File: src/sv/tgv_div.sv
// tgv_div: pipelined restoring divider, floor(dividend * 2^QBITS / divisor),
// two quotient bits per stage. Depends on nothing but the caller's stage enables.
`timescale 1ns / 1ps

module tgv_div #(
	parameter int QBITS = 16,
	localparam int STAGES = (QBITS + 1) / 2
) (
	input  logic              clk,
	input  logic [STAGES-1:0] en,
	input  logic [7:0]        dividend,
	input  logic [8:0]        divisor,
	output logic [QBITS-1:0]  quotient
);

	logic [8:0]       rem_sd [STAGES];
	logic [8:0]       dvs_sd [STAGES];
	logic [QBITS-1:0] quo_sd [STAGES];

	for (genvar d = 0; d < STAGES; d++) begin : g_stage
		logic [8:0]       rem_in;
		logic [8:0]       dvs_in;
		logic [QBITS-1:0] quo_in;
		logic [8:0]       rem_nx;
		logic [QBITS-1:0] quo_nx;

		if (d == 0) begin : g_first
			assign rem_in = {1'b0, dividend};
			assign dvs_in = divisor;
			assign quo_in = '0;
		end else begin : g_next
			assign rem_in = rem_sd[d-1];
			assign dvs_in = dvs_sd[d-1];
			assign quo_in = quo_sd[d-1];
		end

		always_comb begin
			logic [9:0] dbl;
			dbl = '0;
			rem_nx = rem_in;
			quo_nx = quo_in;
			for (int s = 0; s < 2; s++) begin
				if (2 * d + s < QBITS) begin
					dbl = {rem_nx, 1'b0};
					if (dbl >= {1'b0, dvs_in}) begin
						dbl = dbl - {1'b0, dvs_in};
						quo_nx = {quo_nx[QBITS-2:0], 1'b1};
					end else begin
						quo_nx = {quo_nx[QBITS-2:0], 1'b0};
					end
					rem_nx = dbl[8:0];
				end
			end
		end

		always_ff @(posedge clk) begin
			if (en[d]) begin
				rem_sd[d] <= rem_nx;
				dvs_sd[d] <= dvs_in;
				quo_sd[d] <= quo_nx;
			end
		end
	end

	assign quotient = quo_sd[STAGES-1];

endmodule

File: config.mk
export PLATFORM = sky130hd
export DESIGN_NAME = tgv_div
export DESIGN_NICKNAME = d
export VERILOG_FILES = /design/src/sv/tgv_div.sv
export SDC_FILE = /design/constraint.sdc
export NUM_CORES = 1
export LEC_CHECK = 0
export ABC_CLOCK_PERIOD_IN_PS = 5300
export BUFFER_PORTS_ARGS = -buffer_cell sky130_fd_sc_hd__buf_2
export CAP_MARGIN = 0
export CORE_AREA = 4 4 214 216
export CTS_BUF_LIST = sky130_fd_sc_hd__clkbuf_16
export DETAILED_ROUTE_END_ITERATION = 10
export DIE_AREA = 0 0 218 220
export PLACE_DENSITY = 0.43
export RECOVER_POWER = 50
export SETUP_SLACK_MARGIN = 0.4
export SYNTH_ARGS = -nofsm -noshare
export SYNTH_HDL_FRONTEND = slang
export SYNTH_SLANG_ARGS = --single-unit
File: constraint.sdc
create_clock -name clk -period 5.3 [get_ports clk]
set_input_delay 0.265 -clock clk [delete_from_list [all_inputs] [get_ports clk]]
set_output_delay 0.265 -clock clk [all_outputs]
set_load 0.02 [all_outputs]
==> summary.md <==
| Metric | Value |
|---|---|
| Crit-path max cell delay | 0.50 ns |
| Clock Tree Buf Depth | 2 |
| Failing checks | capacitance limit, slew limit |
| Final setup vio count | 0 |
| Final RePlAce weighted congestion | 0.805 |
| Core area | ~44000 um2 |
| Worst Max-Slew Pin Slew | roughly 1.6 ns |
| DRC | 0 |
| Util after Layout | 0.337 |
| Routed WL | 28400 um |
| Final Cycle Share | 0.884 |
| Hold Path Depth | 1 |
| Vias per std cell | ~4.8 |
| Post-synth top flop | edfxtp_1 |
| Worst Setup End Kind | flop |
| Boundary Pins | 42 |
| Slowest CP cell | or4_1 |
| PortBufs | 41 |
| Clock power share | 0.123 |
| Skew final | between 0.008 and 0.009 ns |
| Reg power frac | 0.259 |
| Max Fclk | 0.214 GHz |
| Critical Path AT | 4.88 ns |
| Drt first-iter violations | between 400 and 500 |
| Power Density | roughly 700 nW/um2 |
| N_diodes | 0 |
| Final Hold Viols | 0 |
| Htree depth | 4 |
| EDFF count, synth | 198 |
| Clock slew at reported path FFs | 0.07 ns |
| Drt pass-1 iters | 5 |
| Final #Nets | 1435 |
| Synth Register Bits | slightly below 200 |
| Die Wd | 218 um |
| Relative slew margins | -0.0376 |
| Syn nets | 1363 |
| Hold path start | divisor[1] |
| Cts bufs inserted | 17 |
| Final HPWL DP | 22700 um |
| Combinational power share | 0.618 |
| Synth area leaders | edfxtp_1, ha_1, mux2_2 |
| Synth async-reset ratio | 0 |
| VDD IR max | 0.204 mV |
| Flop2flop setup slack | 0.62 ns |
| Reg2reg start | dvs_sd[0][0]$_DFFE_PP_ |
| Rows | between 70 and 80 |
| Die ar. | 48000 um2 |
| GRT Total Usage | 0.120 |
| Net Sw Frac | 0.401 |
| Synth cell types | 65 |
| Worst Hold Endpoint | dvs_sd[0][1]$_DFFE_PP_ |
| Synthesized cell area | 13100 um2 |
| Setup TNS Final | 0 ns |
| Post-Syn Instances | around 1200 |
| CTS tree | built |
| Cells along the critical path | inv_1 -> fa_1 -> a211oi_1 -> o21bai_1 -> o22a_2 -> a2111oi_4 -> buf_4 -> mux2_2 -> ha_1 -> or4_1 -> o21a_1 -> a2111oi_4 -> buf_6 -> nor3_1 -> a211o_1 |
| Antenna violations before repair | 0 |
| Die Y | 220 um |
| Top cell by count, worst path | a2111oi_4 |
| Grt total ovfl | 0 |
| Crit start category | flop |
| Unrepaired setup endpoints after global routing | false |
| Register area share after synthesis | 0.455 |
| Final Critical Period | 4.68 ns |
| Worst-path maximum fanout | 12 |
| Psw | 4.18 mW |
| Wire per inst | 15.2 um |
| Syn_area_per_cell | ~11 um2 |
| Max Cap Viol | 1 |
| Post-route ant nets | 0 |
| Area growth from synthesis to layout | 13.3% |
| CP required | about 5.5 ns |
| Vias in the first global route | about 8900 |
| DR vias | 8892 |
| Worst r2r path cells | 15 |
| Power Internal | approximately 6.3 mW |
| Root Driver | clkbuf_16 |
| Post-synth top area share | 0.455 |
| Status | finished with violations |
| Worst min path class | primary input to flop |
| Reg2reg end | rem_sd[1][1]$_DFFE_PP_ |
| Clock latency on the worst-skew pair | 0.44 ns |
| Starting Density | 0.297 |
| Clk sinks | 198 |
| Yosys warns | 0 |
| Largest net degree at the start of global routing | 33 |
| Synth area leader | edfxtp_1 |
| P_leak | approximately 5.9 nW |
| Layout cell share with drive strength beyond 1 | 0.132 |
| First-pass GRT wire length | 46000 um |
| Max-slew violations | 29 |
| Critical path type | flop to flop |
[cells by family (layout without fill, tap and decap cells)]
family          after synthesis  after routing  synth area share
compound gates              302            302             0.149
xor+xnor                     75             75            0.0503
fa+ha+maj                   143            143             0.142
buf+inv                     118            203            0.0349
flops                       198            198             0.455
mux                          71             71            0.0623
simple gates                287            287             0.107
[layout by cell type, fill, tap and decap left out, types with 13 or more instances in the layout]
cell type / Yosys / final
edfxtp_1: 198 / 198
ha_1: 135 / 135
inv_1: 104 / 104
nor2_1: 84 / 84
o21ai_0: 80 / 80
a21oi_1: 80 / 79
nand2_1: 66 / 66
mux2_2: 59 / 59
xnor2_1: 44 / 44
xor2_1: 31 / 31
o21a_1: 31 / 29
buf_2: 4 / 27
nor2b_1: 24 / 24
nor3_1: 19 / 19
clkbuf_16: 0 / 17
nand4_1: 16 / 16
buf_4: 0 / 16
a21o_1: 14 / 14
clkbuf_1: 7 / 14
o21bai_1: 13 / 13
nand2b_1: 13 / 13
[how the worst max path moves through the flow]
| stage | start | endpoint | slack (ns) |
|---|---|---|---|
| 6_report | dvs_sd[0][0]$_DFFE_PP_ | rem_sd[1][1]$_DFFE_PP_ | 0.62 |
| 5_1_grt | dvs_sd[0][0]$_DFFE_PP_ | rem_sd[1][1]$_DFFE_PP_ | 0.40 |
| 4_1_cts | dvs_sd[0][0]$_DFFE_PP_ | rem_sd[1][1]$_DFFE_PP_ | 0.41 |
| 3_5_place_dp | dvs_sd[0][0]$_DFFE_PP_ | rem_sd[1][1]$_DFFE_PP_ | 0.43 |
| 3_3_place_gp | dvs_sd[0][0]$_DFFE_PP_ | rem_sd[1][1]$_DFFE_PP_ | 0.49 |
| 2_1_floorplan | dvs_sd[0][0]$_DFFE_PP_ | rem_sd[1][4]$_DFFE_PP_ | 0.78 |
[flip-flops by register name (all words and copies together), names as in the netlist]
signal and cells:
dvs_sd 63, quo_sd 72, rem_sd 63
[worst max-delay path, delay by kind of cell (launching register included)]
kind	cells	cell delay [ns]
adders and majority gates	2	0.69
and+or+nand+nor	2	0.55
muxes	1	0.36
DFF	1	0.41
AOI/OAI and AO/OA	7	1.89
buffers and inverters	3	0.53
[power groups by stage]
stage / combinational (mW) / sequential, mW / clock [mW]
floorplan: 5.04 / 2.66 / 0
global placement: 6.30 / 2.75 / 0
detailed placement: 6.32 / 2.75 / 0
CTS: 6.38 / 2.71 / 1.35
global route: 7.29 / 2.74 / 1.42
finish: 6.45 / 2.70 / 1.29
[final cells by class]
cell class	count	area, um2
timing repair buffer	66	400
multi-input combinational	878	6730
inverter	105	398
tap	592	741
fill	4511	29100
clock buffer	17	425
clock inverter	15	159
sequential	198	5950
[per-stage QoR]
step	instance area, um2	hold WS [ns]	worst slack (ns)	std cells	power (mW)
floorplan	13100	0.364	0.784	1194	7.69
global placement	14000	0.400	0.486	1822	9.06
finish	14800	0.132	0.617	1871	10.4
detailed placement	14000	0.405	0.426	1822	9.07
CTS	14700	0.0290	0.408	1861	10.4
global route	14800	0.109	0.403	1871	11.5
[repair_timing]
item | 4_1_cts | 5_1_grt
setup endpoints to repair | 0 | 48
hold endpoints to repair | 7 | 0
hold buffers | 7 | 0
buffers inserted | 0 | 9
resized for setup | 0 | 14
[routing by layer]
layer,wire (um),vias up,share of wire,track usage
li1,-,4573,-,-
met1,13500,4193,0.48,0.154
met2,13800,106,0.49,0.208
met3,697,20,0.025,0.0234
met4,361,0,0.013,0.0322
met5,0,-,0,0
[synthesized netlist by cell type, types with 7 or more instances]
| library cell | count |
|---|---|
| edfxtp_1 | 198 |
| ha_1 | 135 |
| inv_1 | 104 |
| nor2_1 | 84 |
| a21oi_1 | 80 |
| o21ai_0 | 80 |
| nand2_1 | 66 |
| mux2_2 | 59 |
| xnor2_1 | 44 |
| o21a_1 | 31 |
| xor2_1 | 31 |
| nor2b_1 | 24 |
| nor3_1 | 19 |
| nand4_1 | 16 |
| a21o_1 | 14 |
| nand2b_1 | 13 |
| o21bai_1 | 13 |
| a211oi_1 | 12 |
| nand3_1 | 11 |
| or3_1 | 11 |
| and2_1 | 9 |
| o31ai_1 | 9 |
| or2_2 | 9 |
| fa_1 | 8 |
| nor4_1 | 8 |
| and3_1 | 7 |
| clkbuf_1 | 7 |
| o22ai_1 | 7 |
No activity file was read; power rests on OpenSTA's default activity.
